## src/hw/rtl/qcbk_pkg.sv

```systemverilog
// Package for the queue with cancel by key: sizes, request and result words,
// mode and status codes, and the control word broadcast to the cell chain.
// Depends on nothing; every other file refers to it by scoped names.
package qcbk_pkg;

	localparam int DEPTH = 16;
	localparam int VAL_W = 16;
	localparam int OCC_W = $clog2(DEPTH + 1);

	localparam logic [1:0] MODE_ENQUEUE = 2'd0;
	localparam logic [1:0] MODE_CANCEL  = 2'd1;
	localparam logic [1:0] MODE_READ    = 2'd2;

	localparam logic [2:0] ST_DONE     = 3'd0;
	localparam logic [2:0] ST_FULL     = 3'd1;
	localparam logic [2:0] ST_NOTFOUND = 3'd2;
	localparam logic [2:0] ST_EMPTY    = 3'd3;
	localparam logic [2:0] ST_ENTRY    = 3'd4;

	typedef struct packed {
		logic [1:0]       mode;
		logic [VAL_W-1:0] number;
	} in_word_t;

	typedef struct packed {
		logic [2:0]       status;
		logic [VAL_W-1:0] entry_value;
		logic             last;
	} out_word_t;

	typedef enum logic [1:0] {
		OP_NONE,
		OP_PUSH,
		OP_CANCEL,
		OP_ROTATE
	} cell_op_t;

	typedef struct packed {
		cell_op_t         op;
		logic [VAL_W-1:0] key;
	} cell_ctl_t;

endpackage

```

## src/hw/rtl/queue_with_cancel_by_key.sv

```systemverilog
// Queue with cancel by key: enqueue and cancel give their one result word in the
// cycle after the request is accepted and accept a new request every cycle while busy is low.
// Read-out of an empty queue gives one empty word in the cycle after acceptance;
// otherwise the state moves to read-out, then one word per entry is registered from the head cell while busy is high.
// Asynchronous active-low reset empties the queue; the receiver cannot stall,
// so each result word is on the ports for exactly one cycle.
module queue_with_cancel_by_key (
	input  logic                 clk,
	input  logic                 arst_n,
	input  logic                 start,
	output logic                 busy,
	input  qcbk_pkg::in_word_t   request,
	output logic                 result_valid,
	output qcbk_pkg::out_word_t  result
);

	// The queue lives in a row of cells, head at cell 0. Valid cells always
	// form an unbroken run from the head, and occ_q tracks its length.
	typedef enum logic {
		S_IDLE,
		S_READ
	} state_t;

	state_t                               state_q;
	logic [qcbk_pkg::OCC_W-1:0]           occ_q;
	logic [qcbk_pkg::OCC_W-1:0]           rd_cnt_q;
	logic                                 result_valid_q;
	qcbk_pkg::out_word_t                  result_q;

	qcbk_pkg::cell_ctl_t                  ctl;
	logic                                 accept;
	logic                                 full;
	logic                                 hit_any;
	logic [qcbk_pkg::DEPTH-1:0]           cell_valid;
	logic [qcbk_pkg::VAL_W-1:0]           cell_value [qcbk_pkg::DEPTH];
	logic [qcbk_pkg::DEPTH:0]             hit;

	assign busy    = (state_q == S_READ);
	assign accept  = start && !busy;
	assign full    = (occ_q == qcbk_pkg::OCC_W'(qcbk_pkg::DEPTH));
	assign hit_any = hit[qcbk_pkg::DEPTH];
	assign hit[0]  = 1'b0;

	// During read-out the chain rotates by one place each cycle: the head
	// word leaves on the result port and re-enters at the tail, so after
	// every entry has been shown the queue is back in its original order.
	always_comb begin
		ctl.key = request.number;
		ctl.op  = qcbk_pkg::OP_NONE;
		if (busy) begin
			ctl.op = qcbk_pkg::OP_ROTATE;
		end else if (accept) begin
			case (request.mode)
				qcbk_pkg::MODE_ENQUEUE: ctl.op = qcbk_pkg::OP_PUSH;
				qcbk_pkg::MODE_CANCEL:  ctl.op = qcbk_pkg::OP_CANCEL;
				default:                ctl.op = qcbk_pkg::OP_NONE;
			endcase
		end
	end

	for (genvar i = 0; i < qcbk_pkg::DEPTH; i++) begin : g_cell
		logic                       lv;
		logic                       rv;
		logic [qcbk_pkg::VAL_W-1:0] rval;

		if (i == 0) begin : g_head
			assign lv = 1'b1;
		end else begin : g_body
			assign lv = cell_valid[i-1];
		end

		if (i == qcbk_pkg::DEPTH - 1) begin : g_tail
			assign rv   = 1'b0;
			assign rval = '0;
		end else begin : g_link
			assign rv   = cell_valid[i+1];
			assign rval = cell_value[i+1];
		end

		qcbk_cell u_cell (
			.clk         (clk),
			.arst_n      (arst_n),
			.ctl         (ctl),
			.left_valid  (lv),
			.right_valid (rv),
			.right_value (rval),
			.head_value  (cell_value[0]),
			.hit_in      (hit[i]),
			.hit_out     (hit[i+1]),
			.valid       (cell_valid[i]),
			.value       (cell_value[i])
		);
	end

	// Sequencer: holds the occupancy, the read-out count and the registered
	// result word. A request with the unused mode code gives no result word and leaves the queue as it is.
	always_ff @(posedge clk or negedge arst_n) begin
		if (!arst_n) begin
			state_q        <= S_IDLE;
			occ_q          <= '0;
			rd_cnt_q       <= '0;
			result_valid_q <= 1'b0;
			result_q       <= '0;
		end else begin
			result_valid_q <= 1'b0;
			unique case (state_q)
				S_IDLE: begin
					if (start) begin
						result_q.entry_value <= '0;
						result_q.last        <= 1'b1;
						unique case (request.mode)
							qcbk_pkg::MODE_ENQUEUE: begin
								result_valid_q <= 1'b1;
								if (full) begin
									result_q.status <= qcbk_pkg::ST_FULL;
								end else begin
									result_q.status <= qcbk_pkg::ST_DONE;
									occ_q           <= occ_q + qcbk_pkg::OCC_W'(1);
								end
							end
							qcbk_pkg::MODE_CANCEL: begin
								result_valid_q <= 1'b1;
								if (hit_any) begin
									result_q.status <= qcbk_pkg::ST_DONE;
									occ_q           <= occ_q - qcbk_pkg::OCC_W'(1);
								end else begin
									result_q.status <= qcbk_pkg::ST_NOTFOUND;
								end
							end
							qcbk_pkg::MODE_READ: begin
								if (occ_q == '0) begin
									result_valid_q  <= 1'b1;
									result_q.status <= qcbk_pkg::ST_EMPTY;
								end else begin
									state_q  <= S_READ;
									rd_cnt_q <= occ_q;
								end
							end
							default: begin
							end
						endcase
					end
				end
				S_READ: begin
					result_valid_q       <= 1'b1;
					result_q.status      <= qcbk_pkg::ST_ENTRY;
					result_q.entry_value <= cell_value[0];
					result_q.last        <= (rd_cnt_q == qcbk_pkg::OCC_W'(1));
					rd_cnt_q             <= rd_cnt_q - qcbk_pkg::OCC_W'(1);
					if (rd_cnt_q == qcbk_pkg::OCC_W'(1)) begin
						state_q <= S_IDLE;
					end
				end
				default: begin
					state_q <= S_IDLE;
				end
			endcase
		end
	end

	assign result_valid = result_valid_q;
	assign result       = result_q;

`ifndef SYNTHESIS
	// The count of valid cells always agrees with the tracked occupancy.
	a_occ_matches_cells: assert property (@(posedge clk) disable iff (!arst_n)
		$countones(cell_valid) == occ_q)
		else $error("cell valid flags disagree with occupancy");

	// Occupancy never exceeds the number of cells.
	a_occ_bounded: assert property (@(posedge clk) disable iff (!arst_n)
		occ_q <= qcbk_pkg::OCC_W'(qcbk_pkg::DEPTH))
		else $error("occupancy above depth");

	// A read-out in progress always has entries left to show.
	a_read_nonzero: assert property (@(posedge clk) disable iff (!arst_n)
		busy |-> (rd_cnt_q != '0) && (rd_cnt_q <= occ_q))
		else $error("read-out count out of range");

	// A successful cancel removes exactly one entry.
	a_cancel_shrinks: assert property (@(posedge clk) disable iff (!arst_n)
		(accept && request.mode == qcbk_pkg::MODE_CANCEL && hit_any)
		|=> occ_q == $past(occ_q) - qcbk_pkg::OCC_W'(1))
		else $error("cancel hit did not remove one entry");

	// Every read-out cycle produces a result word in the next cycle.
	a_read_emits: assert property (@(posedge clk) disable iff (!arst_n)
		busy |=> result_valid && result.status == qcbk_pkg::ST_ENTRY)
		else $error("read-out cycle without an entry word");
`endif

endmodule

```

## src/hw/rtl/qcbk_cell.sv

```systemverilog
// One position of the queue: a valid flag and a stored number, updated from
// the broadcast control word, both neighbors and the head cell's value.
// Depends on qcbk_pkg.
module qcbk_cell (
	input  logic                      clk,
	input  logic                      arst_n,
	input  qcbk_pkg::cell_ctl_t       ctl,
	input  logic                      left_valid,
	input  logic                      right_valid,
	input  logic [qcbk_pkg::VAL_W-1:0] right_value,
	input  logic [qcbk_pkg::VAL_W-1:0] head_value,
	input  logic                      hit_in,
	output logic                      hit_out,
	output logic                      valid,
	output logic [qcbk_pkg::VAL_W-1:0] value
);

	logic                       valid_q;
	logic [qcbk_pkg::VAL_W-1:0] value_q;
	logic                       match;
	logic                       take_right;
	logic                       do_push;
	logic                       do_rotate;

	// A cancel removes the first match; this cell and every one after it
	// pull from the right neighbor, which closes the gap.
	assign match      = valid_q && (value_q == ctl.key);
	assign hit_out    = hit_in || match;
	assign take_right = (ctl.op == qcbk_pkg::OP_CANCEL) && hit_out;
	assign do_push    = (ctl.op == qcbk_pkg::OP_PUSH) && !valid_q && left_valid;
	assign do_rotate  = (ctl.op == qcbk_pkg::OP_ROTATE) && valid_q;

	always_ff @(posedge clk or negedge arst_n) begin
		if (!arst_n) begin
			valid_q <= 1'b0;
		end else if (take_right) begin
			valid_q <= right_valid;
		end else if (do_push) begin
			valid_q <= 1'b1;
		end
	end

	always_ff @(posedge clk) begin
		if (take_right) begin
			value_q <= right_value;
		end else if (do_push) begin
			value_q <= ctl.key;
		end else if (do_rotate) begin
			value_q <= right_valid ? right_value : head_value;
		end
	end

	assign valid = valid_q;
	assign value = value_q;

endmodule

```

## config.mk

```make
export PLATFORM = sky130hd
export DESIGN_NAME = queue_with_cancel_by_key
export DESIGN_NICKNAME = d
export VERILOG_FILES = /design/src/hw/rtl/qcbk_pkg.sv /design/src/hw/rtl/queue_with_cancel_by_key.sv /design/src/hw/rtl/qcbk_cell.sv
export SDC_FILE = /design/constraint.sdc
export NUM_CORES = 1
export LEC_CHECK = 0
export BUFFER_PORTS_ARGS = -buffer_cell sky130_fd_sc_hd__buf_2
export CAP_MARGIN = 15
export CORE_ASPECT_RATIO = 1.1
export CORE_MARGIN = 1.5
export CORE_UTILIZATION = 60
export CTS_CLUSTER_DIAMETER = 30
export CTS_CLUSTER_SIZE = 12
export DETAILED_ROUTE_END_ITERATION = 16
export HOLD_SLACK_MARGIN = 0.02
export PLACE_DENSITY = 0.77
export SETUP_SLACK_MARGIN = 0.02
export SYNTH_ARGS = -nofsm -noshare
export SYNTH_HDL_FRONTEND = slang
export SYNTH_HIERARCHICAL = 1
export SYNTH_SLANG_ARGS = --single-unit
```

## constraint.sdc

```tcl
create_clock -name clk -period 10.7 [get_ports clk]
set_input_delay 0.535 -clock clk [delete_from_list [all_inputs] [get_ports clk]]
set_output_delay 0.535 -clock clk [all_outputs]
set_load 0.02 [all_outputs]
```

==> flow_summary.ini, run 1 <==
[logic_synthesis]
synth_top_area_frac = 0.3590
syn_inst = 1854
seq_area_frac_synth = 0.4151
synthAdderAreaFrac = 0.007362
synth_top_family_by_area = compound AO/OA/AOI/OAI gates
synth_ff_type = edfxtp_1
synth_xor_xnor_area_share = 0.1076
synth.distinct_cells = 54
synthMuxAreaShare = 0.009933
ys_top_cells_by_area = edfxtp_1 (36%), a2bb2oi_2 (11%), xnor2_1 (8.1%)
yosysWarningCount = 6
yosys_register_bits = 304
synth_largest_area_cell = edfxtp_1
synth_compound_gate_area_share = 0.2692
synth.avg_cell_area_sq_um = 11.55
synthArstFlopShare = 0.1579
yosys.area_share.simple = 0.1590
synth_edf_count = 256
synth_area_sq_um = 21410
synth_common_cells = edfxtp_1 (256), or3_1 (256), o21ai_0 (211)

[clock_network]
cts_tree = yes
cts_root_buffer = clkbuf_16
clk_latency_ns = 0.59
numClockSinks = 304
cts_post_setup_buffers_inserted = 0
clkTransAtPathRegs_ns = 0.04
h-tree-depth = 3
cts_hold_buf = 0
cts_made_buffers = 75
post_cts_resized = 0
cts_max_path_buffers = 3

[timing]
hold_viol_final = 0
min_period_ns = 6.243
rsz0062_at_grt = no
worst_pin_slew_ns = 1.186
fin_tns_setup_ns = 0
fin_hold_ws_ns = 0.1597
setup_ws_ns = 4.457
finalMaxSlewViolations = 0
slew_headroom = 0.2093
finalCritPeriodShare = 0.5834
finalSetupViolations = 0
finalClockSkew_ns = 0.03478
max_freq_mhz = 160.2

[route]
routedWlPerCell_microns = 25.95
vias_per_cell = 6.987
postRouteAntennaNets = 0
dr.pass1.iters = 6
first_iter_violations = 2057
wirelength_microns = 64130
vias = 17260
drcViolationCount = 0

[floorplanning]
start_util = 0.6095
rows = 72
io_pins = 43
dieArea_sq_um = 36830
die_w_microns = 183.1
die_h_microns = 201.1
core-area_sq_um = 35130

[critical_path]
setup.worst_path.class = flip-flop to flip-flop
arrival_ns = 6.57
crit_required_ns = 11.03
r2r_cells = 21
path_cells = xnor2_1, nand3_1, nor3_2, a21o_1, a21o_1, a21o_1, a21o_1, a21o_1, a21o_1, a21o_1, a21o_1, a21o_1, a21o_1, a21o_1, a21o_1, a21o_1, a21o_1, and2_1, a31oi_2, o21ai_1, buf_4
cp_num_buf_inv = 1
crit_top_cell = a21o_1
crit_path_start = g_cell[0].u_cell/value[12]
cpPeakStageDelay_ns = 1.11
crit_fanout = 18
cp_top_family = compound AO/OA/AOI/OAI gates
end_kind = flip-flop
cpMaxStageDelayCell = edfxtp_1
r2r-start = g_cell[0].u_cell/value[12]
cp_num_cells = 21
crit_path_start_kind = flip-flop

[power_and_ir_drop]
leakagePower_nw = 8.681
peakVddDrop_mv = 0.1961
power_density_nw_per_um2 = 341.4

[cells_and_area]
fin_cells = 2471
utilization = 0.7014
fin_nets = 2001
nFillCells = 2486
diodes = 0
area_growth_pct = 15.07
drive_above_1_share = 0.2279

[grt]
grt_pass1_vias = 17260
grt_first_pass_wirelength_microns = 99790
top_usage_layer = met2
use_met2 = 0.5655
grt_max_degree = 56
grtUsageMet1 = 0.4493
grt.met3_usage = 0.06606
grt.total_usage = 0.3516
antenna_found_initial = 0
grt-ovfl-total = 0

[status]
status = finished clean

[flow_run]
cap_violations = 0

[placement]
pre_cts_ws_ns = 4.317
portBuffers = 42
dp_hpwl_microns = 39500
dp_cells = 2331
gp_congestion = 0.9178

[worst_hold_path]
hold_class = input pin to asynchronous set/reset pin
==> flip-flops by register name, summed over array words and instances (netlist names) <==
| register | cells |
|---|---|
| result | 20 |
| g_cell.u_cell/value | 256 |
| rd_cnt_q | 5 |
| result_valid | 1 |
| busy | 1 |
| occ_q | 5 |
| g_cell.u_cell/valid | 16 |
==> cell type report <==
type	count	area, sq um	share of cell area
inverters	41	153.9	0.006246
repair buffers	95	626.9	0.02544
well taps	444	555.5	0.02254
clock buffers	97	2042	0.08287
clock inverters	39	399.1	0.01620
multi-input cells	1451	11980	0.4860
flip-flops and latches	304	8889	0.3607
==> worst register-to-register path: cells and delay by family (launching register included) <==
family	cells	cell delay [ns]
compound gates	16	3.93
xor+xnor	1	0.17
buf+inv	1	0.33
flops	1	1.11
simple gates	3	0.45
==> through the flow <==
step                      power [W]  area (sq um)
after floorplan            0.005167         21520
after global placement     0.005985         22150
after detailed placement   0.006099         22150
after CTS                  0.008347         24590
after global routing       0.008778         24640
final                      0.008414         24640
==> placed cells by master, fill, tap and decap left out, types with 17 or more instances in the layout <==
| cell type | n |
|---|---|
| clkbuf_16 | 77 |
| xnor2_1 | 199 |
| o21ai_1 | 61 |
| nor2_1 | 23 |
| buf_4 | 50 |
| inv_1 | 40 |
| nand4_1 | 32 |
| a31oi_2 | 17 |
| or3_1 | 256 |
| nand3_1 | 17 |
| a2bb2oi_2 | 160 |
| conb_1 | 29 |
| edfxtp_1 | 256 |
| mux2i_1 | 19 |
| nor4_1 | 18 |
| xor2_1 | 64 |
| a21oi_1 | 22 |
| a2bb2oi_1 | 80 |
| buf_2 | 42 |
| o21ai_0 | 211 |
| dfrtp_1 | 48 |
==> cells by family (layout without fill, tap and decap cells) <==
| group | after synthesis | after routing |
|---|---|---|
| xor gates and xnor gates | 263 | 263 |
| adders and majority gates | 12 | 12 |
| muxes | 21 | 21 |
| and+or+nand+nor | 493 | 493 |
| DFF | 304 | 304 |
| AOI/OAI and AO/OA | 633 | 633 |
| buffers and inverters | 126 | 272 |
| other | 2 | 29 |
==> where the power goes <==
part	switching [W]	leakage [nW]	internal, W
combinational	0.00171	4.54	0.00168
clock	0.000698	1.19	0.00150
sequential	0.000749	2.95	0.00207
total	0.00316	8.68	0.00526
==> worst paths after layout <==
path / endpoint / slack (ns)
worst max register to register: g_cell[14].u_cell/value[6] / 4.46
max in group asynchronous: g_cell[11].u_cell/valid / 9.97
worst max-delay path: g_cell[14].u_cell/value[6] / 4.46
worst min register to register: result[19] / 0.50
min in group clk: result_valid / 0.34
worst min-delay path: g_cell[2].u_cell/valid / 0.16
==> routing by layer <==
| metal | vias up | wire (microns) |
|---|---|---|
| li1 | 7489 | - |
| met1 | 8426 | 23870 |
| met2 | 1117 | 30580 |
| met3 | 232 | 6554 |
| met4 | 0 | 3130 |
| met5 | - | 0 |
Note: power is estimated with default switching activity, not from simulation.
==> run 2: changes to the inputs <==
clock period = 5.8 ns   (was 10.7 ns; I/O delays follow)
==> flow_summary.ini, run 2 (same netlist as run 1, synthesis figures left out) <==
[clock_network]
clkTransAtPathRegs_ns = 0.05
cts_tree = yes
cts_root_buffer = clkbuf_16
h-tree-depth = 3
cts_hold_buf = 1
cts_max_path_buffers = 3
numClockSinks = 304
cts_post_setup_buffers_inserted = 0
post_cts_resized = 0
cts_made_buffers = 73
clk_latency_ns = 0.60

[route]
dr.pass1.iters = 5
top_layer = met5
vias_per_cell = 7.007
wl_met1_microns = 25080
wirelength_microns = 65380
drcViolationCount = 0
routed-wl-met3_microns = 7201
vias = 17490
wl_met2_microns = 30000
routedWlPerCell_microns = 26.19
postRouteAntennaNets = 0
first_iter_violations = 2054

[flow_run]
cap_violations = 0

[cells_and_area]
nFillCells = 2386
finalInstanceArea_sq_um = 24880
final_cell_mix = or3_1 (256), edfxtp_1 (256), o21ai_0 (211), xnor2_1 (199), a2bb2oi_2 (160)
fin_cells = 2496
drive_above_1_share = 0.2417
area_growth_pct = 16.17
largest_register_ffs = 256
diodes = 0
fin_nets = 2026

[grt]
antenna_found_initial = 5
grt_max_degree = 60
grt_first_pass_wirelength_microns = 101200
grt_pass1_vias = 17300
grt.total_usage = 0.3569
grt-ovfl-total = 0

[power_and_ir_drop]
peakVddDrop_mv = 0.3900
switching_share = 0.3762
seq_power_share = 0.300
power.clock.fraction = 0.264
p_comb_frac = 0.437
power_w = 0.01567
switchingPower_w = 0.005893
leakagePower_nw = 8.836
power_density_nw_per_um2 = 629.7
power.internal_w = 0.009773

[critical_path]
crit_path_start_kind = flip-flop
setup.worst_path.class = flip-flop to flip-flop
crit_required_ns = 6.12
crit_fanout = 18
arrival_ns = 5.53
end_kind = flip-flop

[floorplanning]
io_pins = 43
start_util = 0.6095
core-area_sq_um = 35130
rows = 72
die_h_microns = 201.1
die_w_microns = 183.1
dieArea_sq_um = 36830

[placement]
dpl_cell_area_sq_um = 22340
dp_hpwl_microns = 41740
dp_cells = 2358
portBuffers = 42
gp_congestion = 0.9158

[timing]
min_period_ns = 5.216
finalMaxSlewViolations = 0
rsz0062_at_grt = no
finalCritPeriodShare = 0.8993
hold_viol_final = 0
fin_tns_setup_ns = 0
max_freq_mhz = 191.7
finalSetupViolations = 0
finalClockSkew_ns = 0.03742
worst_pin_slew_ns = 1.148
slew_headroom = 0.2346

[status]
status = finished clean

[worst_hold_path]
hold_class = input pin to flip-flop
[run 2: cell count changes in the layout (fill, tap and decap cells not counted), sizes merged, moves of 2 or more]
cell and delta:
clkbuf -12, inv +8, clkinv +2, buf +26
[run 2: stage by stage]
stage,worst slack (ns),utilization,hold WS [ns]
global route,0.3467,0.7081,0.1060
global placement,0.7327,0.6359,0.4569
CTS,0.6354,0.7069,0.07569
floorplan,1.029,-,-0.005591
finish,0.5843,0.7081,0.08382
detailed placement,0.6603,0.6359,0.4823
[run 2: power by group through the flow]
stage	sequential, W	clock, W	combinational, W
4_1_cts	0.00467	0.00414	0.00671
3_3_place_gp	0.00467	0	0.00644
2_1_floorplan	0.00462	0	0.00491
5_1_grt	0.00477	0.00427	0.00730
3_5_place_dp	0.00469	0	0.00663
6_report	0.00469	0.00413	0.00684
[run 2: metal layers]
layer | vias to the layer above | global-route usage
met2 | 1149 | 0.5530
met3 | 259 | 0.07747
li1 | 7551 | -
met4 | 4 | 0.1774
met5 | - | 0
met1 | 8527 | 0.4740
[run 2: path summary, 6_finish.rpt]
path	from	slack [ns]	endpoint	cells after the start
worst min-delay path	start	0.08	result_valid	3
worst max-delay path	g_cell[0].u_cell/value[5]	0.58	g_cell[15].u_cell/value[4]	23
max in group asynchronous	arst_n	4.80	g_cell[7].u_cell/valid	3
worst max register to register	g_cell[0].u_cell/value[5]	0.58	g_cell[15].u_cell/value[4]	23
min in group asynchronous	arst_n	0.44	result[2]	3
worst min register to register	result[19]	0.50	result[19]	2
[run 2: layout make-up]
class	count	area [sq um]	area share
clock buffer	85	2019	0.08118
multi-input combinational	1451	11960	0.4809
inverter	41	153.9	0.006186
clock inverter	49	464.2	0.01866
timing repair buffer	122	832.0	0.03345
tap	444	555.5	0.02233
sequential	304	8889	0.3573
[run 2: worst max-delay path, stage by stage, from the launching register on]
cell and delay, ns:
edfxtp_1 0.31, buf_4 0.26, xor2_1 0.17, nor4_1 0.09, and3_1 0.25, a21o_1 0.18
a21o_1 0.17, a21o_1 0.17, a21o_1 0.17, a21o_1 0.17, a21o_1 0.18, a21o_1 0.17
a21o_1 0.18, a21o_1 0.20, a21o_1 0.17, a21o_1 0.18, a21o_1 0.18, a21o_1 0.19
a21o_1 0.19, a21o_1 0.17, and2_1 0.18, a31oi_2 0.54, o21ai_1 0.21, buf_4 0.26
